File: src/hw/rtl/ffar_pkg.sv
// ----------------------------------------------------------------------------
// ffar_pkg
// Shared types and constants of the first-fit aligned range allocator.
// ----------------------------------------------------------------------------
package ffar_pkg;

  localparam int unsigned OFF_W     = 41;
  localparam int unsigned ADDR_W    = 64;
  localparam int unsigned ALIGN_W   = 32;
  localparam int unsigned STATUS_W  = 3;
  localparam int unsigned CFG_IDX_W = 2;

  localparam logic [CFG_IDX_W-1:0] CFG_BASE_ADDRESS = 2'd0;
  localparam logic [CFG_IDX_W-1:0] CFG_ARENA_BYTES  = 2'd1;

  localparam logic [STATUS_W-1:0] ST_OK          = 3'd0;
  localparam logic [STATUS_W-1:0] ST_ZERO_SIZE   = 3'd1;
  localparam logic [STATUS_W-1:0] ST_ZERO_ALIGN  = 3'd2;
  localparam logic [STATUS_W-1:0] ST_NO_FIT      = 3'd3;
  localparam logic [STATUS_W-1:0] ST_UNKNOWN_OFF = 3'd4;
  localparam logic [STATUS_W-1:0] ST_TABLE_FULL  = 3'd5;

  // One range: used for free table entries and live allocations.
  typedef struct packed {
    logic [OFF_W-1:0] start;
    logic [OFF_W-1:0] len;
  } range_t;

  typedef enum logic [1:0] {
    SH_NONE,
    SH_UP,
    SH_DOWN
  } shift_e;

  typedef enum logic [3:0] {
    S_IDLE,
    S_FS_RD,
    S_FS_CHK,
    S_FS_MOD,
    S_FS_FIT,
    S_SLOT,
    S_AS_RD,
    S_AS_CMP,
    S_RP_RD,
    S_RP_CMP,
    S_PLAN,
    S_SH_RD,
    S_SH_WR,
    S_WA,
    S_WB,
    S_DONE
  } state_e;

  // Handshake between the sequencer and the remainder unit.
  typedef struct packed {
    logic              start;
    logic [ADDR_W-1:0] dividend;
    logic [ALIGN_W-1:0] divisor;
  } mod_req_t;

  typedef struct packed {
    logic               done;
    logic [ALIGN_W-1:0] rem;
  } mod_rsp_t;

endpackage

File: src/hw/rtl/ffar_mod.sv
// ----------------------------------------------------------------------------
// ffar_mod
// Bit-serial restoring remainder: 64-bit dividend modulo 32-bit divisor,
// one dividend bit per cycle, done pulse after 64 steps.
// ----------------------------------------------------------------------------
module ffar_mod
  import ffar_pkg::*;
(
  input  logic     clk_i,
  input  logic     rst_ni,
  input  mod_req_t req_i,
  output mod_rsp_t rsp_o
);

  localparam int unsigned STEP_W = $clog2(ADDR_W + 1);

  logic               busy_q, busy_d;
  logic               done_q, done_d;
  logic [STEP_W-1:0]  step_q, step_d;
  logic [ADDR_W-1:0]  dvd_q, dvd_d;
  logic [ALIGN_W-1:0] div_q, div_d;
  logic [ALIGN_W-1:0] rem_q, rem_d;
  logic [ALIGN_W:0]   trial;

  always_comb begin
    busy_d = busy_q;
    done_d = 1'b0;
    step_d = step_q;
    dvd_d  = dvd_q;
    div_d  = div_q;
    rem_d  = rem_q;
    trial  = {rem_q, dvd_q[ADDR_W-1]};
    if (req_i.start) begin
      busy_d = 1'b1;
      step_d = '0;
      dvd_d  = req_i.dividend;
      div_d  = req_i.divisor;
      rem_d  = '0;
    end else if (busy_q) begin
      // shift in the next dividend bit, subtract when it fits
      if (trial >= {1'b0, div_q}) begin
        rem_d = ALIGN_W'(trial - {1'b0, div_q});
      end else begin
        rem_d = trial[ALIGN_W-1:0];
      end
      dvd_d  = {dvd_q[ADDR_W-2:0], 1'b0};
      step_d = step_q + 1'b1;
      if (step_q == STEP_W'(ADDR_W - 1)) begin
        busy_d = 1'b0;
        done_d = 1'b1;
      end
    end
  end

  always_ff @(posedge clk_i or negedge rst_ni) begin
    if (!rst_ni) begin
      busy_q <= 1'b0;
      done_q <= 1'b0;
      step_q <= '0;
    end else begin
      busy_q <= busy_d;
      done_q <= done_d;
      step_q <= step_d;
    end
  end

  always_ff @(posedge clk_i) begin
    dvd_q <= dvd_d;
    div_q <= div_d;
    rem_q <= rem_d;
  end

  assign rsp_o.done = done_q;
  assign rsp_o.rem  = rem_q;

endmodule
File: config.mk
export PLATFORM = sky130hd
export DESIGN_NAME = ffar_mod
export DESIGN_NICKNAME = d
export VERILOG_FILES = /design/src/hw/rtl/ffar_pkg.sv /design/src/hw/rtl/ffar_mod.sv
export SDC_FILE = /design/constraint.sdc
export NUM_CORES = 1
export LEC_CHECK = 0
export BUFFER_PORTS_ARGS = -buffer_cell sky130_fd_sc_hd__buf_2
export CORE_ASPECT_RATIO = 1.4
export CORE_MARGIN = 2
export CORE_UTILIZATION = 57
export DETAILED_ROUTE_END_ITERATION = 10
export GPL_TIMING_DRIVEN = 0
export PLACE_DENSITY = 0.81
export SYNTH_ARGS = -nofsm -noshare
export SYNTH_HDL_FRONTEND = slang
export SYNTH_SLANG_ARGS = --single-unit
File: constraint.sdc
create_clock -name clk_i -period 3.1 [get_ports clk_i]
set_input_delay 0.465 -clock clk_i [delete_from_list [all_inputs] [get_ports clk_i]]
set_output_delay 0.465 -clock clk_i [all_outputs]
set_load 0.005 [all_outputs]
* After elaboration in Yosys (flattened, before gate mapping)
Index checks and enable logic that the tools add are counted.
W data, S select, Z words.
** Cells by class
- $lt $le $gt $ge :: 1
- Reduce and logical (&&, ||, !) cells :: 1
- Add/sub/neg operators :: 2
- Equal/unequal tests :: 1
- Muxes and demuxes :: 11
** Operators by type and width (number)
- $mux W64 :: 2
- $ge A33 B32 Y1 :: 1
- $mux W32 :: 1
- $sub A32 B32 Y32 :: 1
- $mux W7 :: 2
- $add A7 B1 Y7 const B :: 1
- $eq A7 B6 Y1 const B :: 1
- $mux W1 :: 6
- $reduce_bool A2 Y1 :: 1
** Word-level totals
- Bits in registers :: 137

* Logic depth before layout (Yosys ltp)
Gate-level depths: netlist of run 1.
- Depth after elaboration :: 4
- Gate-level depth with buffers :: 12
- Mapped depth without buffers :: 12

* Worst setup path after synthesis of run 1
No wires, ideal clock.
- Path type :: input port to flip-flop
- From :: input req_i[96] in the netlist's numbering
- To :: register dvd_q[0] (enable)
- Cell stages on the path :: 4
- Path slack :: 351 ps
- Path buffers :: 2
- Library setup time :: 688 ps
- Arrival time :: 2061 ps
- Required time :: 2412 ps
- Path through :: clkbuf_1 -> inv_1 -> clkbuf_1 -> nand2_1
** Between the ends
- Word-level cells in the longest chain between the ends :: 1
** Ends and longest elaborated chain
- from (decl) :: RTL line ffar_mod.sv:11 : input mod_req_t req_i,
- $reduce_bool A2 Y1 (no line)
- to (signal assigned) :: RTL line ffar_mod.sv:68 : dvd_q <= dvd_d;
- to (decl) :: RTL line ffar_mod.sv:20 : logic [ADDR_W-1:0] dvd_q, dvd_d;
Every way passes these cells.
A chain may end at the register's enable or synchronous reset.

* Worst setup path after layout of run 1
- From :: register div_q[1]
- To :: register rem_q[18]
** Between the ends
- Word-level cells in the longest chain between the ends :: 2
- Elaborated cells between the ends (all ways) :: 3
** Ends and longest elaborated chain
- from (decl) :: RTL line ffar_mod.sv:21 : logic [ALIGN_W-1:0] div_q, div_d;
- from (signal assigned) :: RTL line ffar_mod.sv:69 : div_q <= div_d;
- $sub A32 B32 Y32 or $ge A33 B32 Y1 (tied branches) :: RTL line ffar_mod.sv:42, ffar_mod.sv:41
- $mux W32 (*) :: RTL line ffar_mod.sv:41 : if (trial >= {1'b0, div_q}) begin
- to (signal assigned) :: RTL line ffar_mod.sv:70 : rem_q <= rem_d;
- to (decl) :: RTL line ffar_mod.sv:22 : logic [ALIGN_W-1:0] rem_q, rem_d;
Mark *: on every way between the ends. The rest lies on a longest branch, timed or not.

==> results.py, run 1 <==
metrics = {
    "hold_path": {
        "min_path_cells": 1,
        "min-delay-start": "req_i[23]",
        "min_path_type": "in -> reg",
    },
    "clock_network": {
        "cts_max_level": 4,
        "insertion_delay_ps": 430,
        "clock-sinks": 137,
        "path_clk_slew_ps": 70,
        "cts_buffers": 17,
        "cts_buffer_depth": 2,
        "clock-root-buffer": "clkbuf_16",
        "cts_tree": "done",
    },
    "sta": {
        "finalCriticalPeriod_ps": 2998,
        "max_slew_margin": 0.4104,
        "clock.fmax_ghz": 0.3335,
        "tightest_slew_ps": 881.3,
        "period_share": 0.9672,
        "hold-worst-slack_ps": 204.1,
        "final-hold-violation-count": 0,
        "setup_violations": 0,
        "skew_ps": 13.03,
        "drv_slew": 0,
        "rsz0062_at_grt": "true",
    },
    "layout": {
        "diodes": 0,
        "area_delta_synth_final_pct": 20.44,
        "layout.nets": 962,
        "drive_above_1_share": 0.3254,
    },
    "die": {
        "coreArea_mm2": 0.01287,
        "rows": 49,
        "die_w_um": 101.1,
        "die_y_um": 139.9,
        "die_area_mm2": 0.01414,
        "initial_core_util": 0.5839,
        "io_pins": 132,
    },
    "flow_run": {
        "max-cap-violations": 0,
    },
    "critical_path": {
        "crit_type": "reg -> reg",
        "r2r_end": "rem_q[18]",
        "worstSetupStartpointType": "register",
        "path_max_fanout": 10,
        "crit_path_start": "div_q[1]",
        "worstPathArrival_ps": 3330,
        "crit_cells": 11,
        "path_cells": "inv_1, ha_1, nor2b_1, o31ai_1, a211oi_2, a211o_1, a21oi_4, o211a_4, buf_4, nand2_1, a311oi_2",
        "crit_family": "compound AO/OA/AOI/OAI gates",
        "endpoint_kind": "register",
        "regToRegSetupSlack_ps": 100,
        "cpPeakStageDelay_ps": 380,
        "endpoint": "rem_q[18]",
        "required_ps": 3430,
        "slowest_stage": "o31ai_1",
        "crit_buf_inv": 2,
        "rr_startpoint": "div_q[1]",
        "ff2ff_path_depth": 11,
    },
    "yosys": {
        "ys_seq_elements": 137,
        "synth_cell_types": 65,
        "synth_top_family_by_area": "compound AO/OA/AOI/OAI gates",
        "yosysTopAreaCellShare": 0.3835,
        "yosys.area.top_type": "edfxtp_1",
        "netlist_instances": 673,
        "syn_avg_cell_area_um2": 11.17,
        "mappedNetlistNets": 806,
        "synth_compound_area_frac": 0.1651,
        "synth_area_mm2": 0.007517,
        "synthArstFlopShare": 0.06569,
        "synth-xor-area-share": 0.03262,
        "synth_area_leaders": "edfxtp_1 (38%), mux2_2 (9.4%), dfxtp_1 (8.5%)",
        "synthFlopType": "edfxtp_1",
        "yosysWarningCount": 0,
        "synth_edf_count": 96,
        "synth-simple-area-share": 0.1072,
        "muxShareOfSynthArea": 0.09704,
        "synthAdderAreaFrac": 0.05759,
        "ys_seq_area_frac": 0.4987,
    },
    "route": {
        "top_layer_used": "met4",
        "viasPerCell": 6.059,
        "routed_wirelength_mm": 19.07,
        "ant_nets": 0,
        "first_pass_iters": 5,
        "drtIter0Drc": 307,
        "dr_wl_met2_mm": 9.877,
        "m1WireLength_mm": 6.984,
        "vias": 6029,
        "avgRoutedWirePerCell_um": 19.16,
        "routed-wl-met3_mm": 1.234,
        "drc": 0,
    },
    "global_route": {
        "grt_max_degree": 38,
        "grt_pass1_vias": 6218,
        "grt-ovfl-total": 0,
        "track_usage": 0.2759,
        "grt_pass1_wl_mm": 30.07,
        "antenna_found_initial": 0,
    },
    "pwr": {
        "leakagePower_uw": 0.003955,
        "p_per_area_mw_per_mm2": 854.0,
        "total_power_uw": 7732,
        "vdd_ir_drop_max_mv": 0.4633,
    },
    "placed_design": {
        "io_buffers": 131,
        "dp_hpwl_mm": 13.84,
        "gp_congestion": 0.9595,
    },
    "outcome": {
        "status": "finished, final reports clean",
    },
}
[synth_stat cells, types with 5 or more instances]
cell,n
a211oi_1,5
a21o_1,13
a21oi_1,32
a311oi_2,13
a31o_2,5
and3_1,15
clkbuf_1,22
dfrtp_1,9
dfxtp_1,32
edfxtp_1,96
ha_1,33
inv_1,46
mux2_2,63
nand2_1,69
nand3_1,12
nand4_1,8
nor2_1,49
nor3_1,11
o211ai_1,6
o21ai_0,24
xnor2_1,18
xor2_1,10
[flip-flops by register name, indices dropped and copies added, names as in the netlist]
signal and cells:
busy_q 1, dvd_q 64, rem_q 32, div_q 32, done_q 1, step_q 7
[stage by stage]
step	worst slack (ps)	TNS, ps	std cells	cell area [um^2]	utilization
floorplan	351.3	0	673	7517	-
global placement	-1069	-68440	957	8364	0.6497
detailed placement	-185.1	-5545	958	8394	0.6520
CTS	8.775	0	993	9012	0.7000
global route	-2.106	-2.766	995	9054	0.7032
finish	101.5	0	995	9054	0.7032
[where the power goes]
group	switching, uW	internal (uW)	total [uW]
registers	278	2290	2560
clock network	864	1140	2000
logic	1800	1370	3160
total	2940	4790	7730
[layout make-up]
type,count,area (um^2)
buffer,30,141.4
clock buffer,18,429.2
clock inverter,14,150.1
fill,946,3821
inverter,46,172.7
multi-input combinational,459,3488
sequential,137,3750
tap,153,191.4
timing repair buffer,138,730.7
[layer usage]
metal	track usage	vias up
li1	-	2813
met1	0.2955	2860
met2	0.4768	276
met3	0.07986	80
met4	0.1550	0
met5	0	-
[logic make-up (layout without fill, tap and decap cells)]
group / after synthesis / after routing
AO/OA/AOI/OAI: 153 / 153
XOR/XNOR: 28 / 28
adder cells (fa/ha/maj): 34 / 34
buffers and inverters: 77 / 246
flip-flops: 137 / 137
multiplexers: 65 / 65
AND/OR/NAND/NOR: 179 / 179
[worst min path at each step]
stage	endpoint	slack, ps
after global routing	div_q[7]	200
final	div_q[23]	200
after floorplan	busy_q	170
after detailed placement	step_q[0]	330
after CTS	div_q[23]	200
after global placement	step_q[2]	320
[cells in the final DEF (no fill, tap or decap), types with 17 or more instances in the layout]
| master | instances |
|---|---|
| xnor2_1 | 18 |
| ha_1 | 33 |
| edfxtp_1 | 96 |
| o21ai_0 | 24 |
| dfxtp_1 | 31 |
| inv_1 | 46 |
| nand2_1 | 68 |
| mux2_2 | 63 |
| nor2_1 | 49 |
| clkbuf_1 | 21 |
| a21oi_1 | 31 |
| clkbuf_16 | 17 |
| buf_2 | 133 |
[repair_timing]
item	in CTS	in global routing
resized for setup	3	7
pin swaps	2	1
endpoints found under the setup margin	7	28
endpoints found under the hold margin	9	0
hold buffers	1	0
setup buffers	2	3
No activity file was read; power rests on OpenSTA's default activity.
==> run 2, diff against run 1 <==
--- a/config.mk
+++ b/config.mk
@@ -12,6 +12,7 @@
 export DETAILED_ROUTE_END_ITERATION = 10
 export GPL_TIMING_DRIVEN = 0
 export PLACE_DENSITY = 0.81
+export REMOVE_ABC_BUFFERS = 1
 export SYNTH_ARGS = -nofsm -noshare
 export SYNTH_HDL_FRONTEND = slang
 export SYNTH_SLANG_ARGS = --single-unit
==> run 2 against run 1 <==
Against the previous run:
- via count decreased by 2.5%
- non-clock buffer count decreased by 21
- clock power about the same
- design area increased by 0.50%
==> results.py, run 2 (synthesis results as in run 1) <==
metrics = {
    "sta": {
        "setup_violations": 0,
        "hold-worst-slack_ps": 216.0,
        "rsz0062_at_grt": "true",
        "period_share": 0.9660,
        "drv_slew": 0,
        "skew_ps": 12.21,
        "clock.fmax_ghz": 0.3339,
        "max_slew_margin": 0.4595,
        "tightest_slew_ps": 809.8,
        "finalCriticalPeriod_ps": 2995,
        "final-hold-violation-count": 0,
    },
    "placed_design": {
        "io_buffers": 131,
        "gp_congestion": 0.9333,
        "dpl_cell_area_mm2": 0.008300,
        "dp.cells": 929,
        "dp_hpwl_mm": 11.96,
    },
    "layout": {
        "fin_util": 0.7067,
        "largest_register": "dvd_q",
        "layout_common_cells": "buf_2 (130), edfxtp_1 (96), nand2_1 (68)",
        "largest_reg_flops": 64,
        "fin_area_mm2": 0.009099,
        "area_delta_synth_final_pct": 21.04,
        "drive_above_1_share": 0.3426,
        "final_common_cell": "buf_2",
        "finalNonFillerCells": 976,
        "top_regs": "dvd_q (64), div_q (32), rem_q (32)",
        "diodes": 0,
        "layout.nets": 944,
    },
    "route": {
        "routed_wirelength_mm": 17.96,
        "vias": 5879,
        "drc": 0,
        "first_pass_iters": 5,
        "drtIter0Drc": 381,
        "viasPerCell": 6.024,
        "ant_nets": 0,
        "avgRoutedWirePerCell_um": 18.40,
    },
    "clock_network": {
        "clock-root-buffer": "clkbuf_16",
        "path_clk_slew_ps": 60,
        "cts_max_level": 4,
        "cts_buffers": 17,
        "cts_buffer_depth": 2,
        "clock-sinks": 137,
        "insertion_delay_ps": 420,
        "cts_tree": "done",
    },
    "global_route": {
        "grt_max_degree": 86,
        "grt_pass1_vias": 6039,
        "grt_pass1_wl_mm": 28.22,
        "grt-ovfl-total": 0,
        "track_usage": 0.2534,
        "antenna_found_initial": 0,
    },
    "critical_path": {
        "path_max_fanout": 9,
        "crit_type": "reg -> reg",
        "endpoint_kind": "register",
        "required_ps": 3410,
        "worstSetupStartpointType": "register",
        "worstPathArrival_ps": 3300,
    },
    "die": {
        "rows": 49,
        "die_area_mm2": 0.01414,
        "coreArea_mm2": 0.01287,
        "initial_core_util": 0.5839,
        "io_pins": 132,
        "die_y_um": 139.9,
        "die_w_um": 101.1,
    },
    "flow_run": {
        "max-cap-violations": 0,
    },
    "pwr": {
        "vdd_ir_drop_max_mv": 0.5259,
        "p_per_area_mw_per_mm2": 863.1,
        "leakagePower_uw": 0.003951,
    },
    "outcome": {
        "status": "finished, final reports clean",
    },
    "hold_path": {
        "min_path_type": "in -> reg",
    },
}
==> run 2: changes by cell type in the layout (fill, tap and decap cells not counted), moves of 2 or more <==
cell	delta
buf_1	-3
buf_12	+3
clkinv_1	+2
inv_8	-3
inv_6	-3
buf_2	-3
clkbuf_1	-21
buf_4	+4
==> run 2: metal layers <==
metal	global-route usage	wire length (um)	vias up
met5	0	0	-
met4	0.1095	713	0
met3	0.08990	1509	57
met2	0.4409	9065	251
met1	0.2729	6674	2785
li1	-	-	2786
==> run 2: critical path, cell delays in order (launching register included) <==
cell and delay, ps:
dfxtp_1 440, ha_1 280, nor2b_2 170, o31ai_2 310, a211oi_2 190, a211o_1 410, a21oi_4 340, o211a_4 330
nor4b_1 90, a311o_1 320
==> run 2: worst paths after layout <==
kind / depth (start not counted) / to / from / slack, ps
worst max-delay path: 9 / rem_q[15] / rem_q[0] / 110
worst min-delay path: 1 / div_q[3] / req_i[3] / 220
worst max register to register: 9 / rem_q[15] / rem_q[0] / 110
worst min register to register: 1 / done_q / step_q[6] / 500
max in group asynchronous: 2 / busy_q / rst_ni / 2500
min in group asynchronous: 2 / step_q[4] / rst_ni / 410
==> run 2: what timing repair did <==
action                                  4_1_cts  5_1_grt
pin swaps                                     4        8
setup buffers                                 1       11
hold endpoints to repair                      9        0
cloned                                        2        1
endpoints found under the setup margin       27       30
gates resized for setup                       5        8
hold buffers                                  1        0
==> run 2: layout make-up <==
class,count,area [um^2]
Fill cell,948,3776
Sequential cell,137,3750
Multi-Input combinational cell,462,3568
Timing Repair Buffer,147,842.1
Clock buffer,17,425.4
Tap cell,153,191.4
Inverter,46,172.7
Clock inverter,14,148.9
==> run 2: through the flow <==
stage | setup slack (ps) | power (uW) | setup TNS, ps
4_1_cts | 13.62 | 7559 | 0
5_1_grt | -29.01 | 8251 | -104.7
3_3_place_gp | -3087 | 5341 | -225480
3_5_place_dp | -152.4 | 5432 | -1484
6_report | 105.3 | 7853 | 0
2_1_floorplan | -700.3 | 4588 | -44820
==> run 2: report_power, final <==
group,switching [uW],internal (uW)
combinational,1880,1460
clock,805,1180
sequential,240,2290
==> run 3, diff against run 2 <==
--- a/config.mk
+++ b/config.mk
@@ -9,10 +9,12 @@
 export CORE_ASPECT_RATIO = 1.4
 export CORE_MARGIN = 2
 export CORE_UTILIZATION = 57
+export CTS_CLUSTER_DIAMETER = 120
 export DETAILED_ROUTE_END_ITERATION = 10
 export GPL_TIMING_DRIVEN = 0
 export PLACE_DENSITY = 0.81
 export REMOVE_ABC_BUFFERS = 1
+export SETUP_SLACK_MARGIN = 0.4
 export SYNTH_ARGS = -nofsm -noshare
 export SYNTH_HDL_FRONTEND = slang
 export SYNTH_SLANG_ARGS = --single-unit
==> run 3 against run 2 <==
Against the previous run:
- largest cell class is now multi-input gates
- wire length increased by 7.5%
- register-to-register slack improved by 150 ps
- sequential power barely moved
==> results.py, run 3 (synthesis results as in run 1) <==
metrics = {
    "critical_path": {
        "path_cells": "inv_1, ha_2, inv_2, fa_2, a21o_1, a22o_1, o31ai_4, a21oi_4, o211ai_1, buf_4, nand3_1, a31o_2, a211oi_2",
        "ff2ff_path_depth": 13,
        "cpPeakStageDelay_ps": 380,
        "endpoint_kind": "register",
        "worstSetupStartpointType": "register",
        "path_max_fanout": 3,
        "crit_type": "reg -> reg",
        "worstPathArrival_ps": 3180,
        "slowest_stage": "edfxtp_1",
        "required_ps": 3440,
    },
    "clock_network": {
        "cts_buffers": 17,
        "cts_tree": "done",
        "clock-root-buffer": "clkbuf_16",
        "path_clk_slew_ps": 60,
        "cts_max_level": 4,
        "insertion_delay_ps": 420,
        "cts_buffer_depth": 2,
        "clock-sinks": 137,
    },
    "sta": {
        "tightest_slew_ps": 791.0,
        "finalCriticalPeriod_ps": 2840,
        "fin_tns_setup_ps": 0,
        "setup_violations": 0,
        "period_share": 0.9162,
        "max_slew_margin": 0.4721,
        "drv_slew": 0,
        "final-hold-violation-count": 0,
        "rsz0062_at_grt": "true",
        "skew_ps": 11.07,
        "clock.fmax_ghz": 0.3521,
    },
    "flow_run": {
        "max-cap-violations": 0,
    },
    "global_route": {
        "grt_max_degree": 86,
        "track_usage": 0.2658,
        "grt_pass1_vias": 6406,
        "grt-ovfl-total": 0,
        "grt_pass1_wl_mm": 29.53,
        "antenna_found_initial": 0,
    },
    "layout": {
        "regArea_mm2": 0.003755,
        "final_common_cell": "buf_2",
        "layout_common_cells": "buf_2 (130), edfxtp_1 (96), mux2_2 (63)",
        "largest_register": "dvd_q",
        "layout.nets": 978,
        "fill_cells": 865,
        "fin_util": 0.7548,
        "drive_above_1_share": 0.4201,
        "diodes": 0,
        "area_delta_synth_final_pct": 29.28,
        "multiInputGateArea_mm2": 0.003850,
        "top_regs": "dvd_q (64), div_q (32), rem_q (32)",
        "largest_reg_flops": 64,
    },
    "outcome": {
        "status": "finished, final reports clean",
    },
    "pwr": {
        "leakagePower_uw": 0.004175,
        "vdd_ir_drop_max_mv": 0.5338,
        "p_per_area_mw_per_mm2": 911.1,
    },
    "route": {
        "ant_nets": 0,
        "viasPerCell": 6.025,
        "vias": 6085,
        "routed_wirelength_mm": 19.31,
        "drc": 0,
        "avgRoutedWirePerCell_um": 19.12,
        "drtIter0Drc": 334,
        "first_pass_iters": 5,
    },
    "die": {
        "die_area_mm2": 0.01414,
        "coreArea_mm2": 0.01287,
        "io_pins": 132,
        "initial_core_util": 0.5839,
        "die_y_um": 139.9,
        "rows": 49,
        "die_w_um": 101.1,
    },
    "placed_design": {
        "gp_congestion": 0.9333,
        "dp_hpwl_mm": 11.96,
        "io_buffers": 131,
    },
    "hold_path": {
        "min_path_type": "in -> reg",
        "min_path_cells": 1,
    },
}
run 3: final timing paths:
check / start / endpoint / slack, ps
hold / removal: req_i[23] / div_q[23] / 210
hold reg to reg: step_q[6] / done_q / 500
min in group asynchronous: rst_ni / step_q[4] / 410
setup reg to reg: dvd_q[63] / rem_q[30] / 260
max in group asynchronous: rst_ni / busy_q / 2500
setup / recovery: dvd_q[63] / rem_q[30] / 260
run 3: what timing repair did:
action / in CTS / in global routing
pin swaps: 32 / 29
hold buffers: 1 / 0
resized for setup: 43 / 50
endpoints found under the setup margin: 72 / 72
setup buffers: 33 / 12
gates cloned: 4 / 0
hold endpoints to repair: 9 / 0
run 3: where the power goes:
group / total, uW / internal [uW] / switching (uW)
sequential: 2560 / 2290 / 274
combinational: 4290 / 2060 / 2230
clock: 2000 / 1180 / 814
total: 8850 / 5530 / 3320
run 3: critical path, delay by kind of cell, from the launching register on:
kind                     cells  cell delay (ps)
AO/OA/AOI/OAI                7             1500
adder cells (fa/ha/maj)      2              520
buffers and inverters        3              280
flip-flops                   1              380
AND/OR/NAND/NOR              1               70
run 3: metrics by stage:
stage	worst slack, ps	instances	hold WS, ps	total power (uW)	instance area [um^2]
6_report	259.7	1010	213.3	8854	9718
5_1_grt	143.5	1010	204.2	9244	9718
2_1_floorplan	-700.3	642	169.4	4588	7376
4_1_cts	278.2	998	200.8	8340	9434
3_3_place_gp	-3087	926	317.4	5341	8223
3_5_place_dp	-152.4	929	325.2	5432	8300
run 3: cell type report:
class | count | area share
Tap cell | 153 | 0.01970
Clock buffer | 17 | 0.04377
Multi-Input combinational cell | 463 | 0.3962
Clock inverter | 14 | 0.01532
Inverter | 46 | 0.01815
Sequential cell | 137 | 0.3864
Timing Repair Buffer | 180 | 0.1205
run 3: routing by layer:
metal / track usage / vias to the layer above / share of wire
li1: - / 2858 / -
met1: 0.2788 / 2871 / 0.36
met2: 0.4625 / 281 / 0.51
met3: 0.09191 / 75 / 0.079
met4: 0.1344 / 0 / 0.049
met5: 0 / - / 0
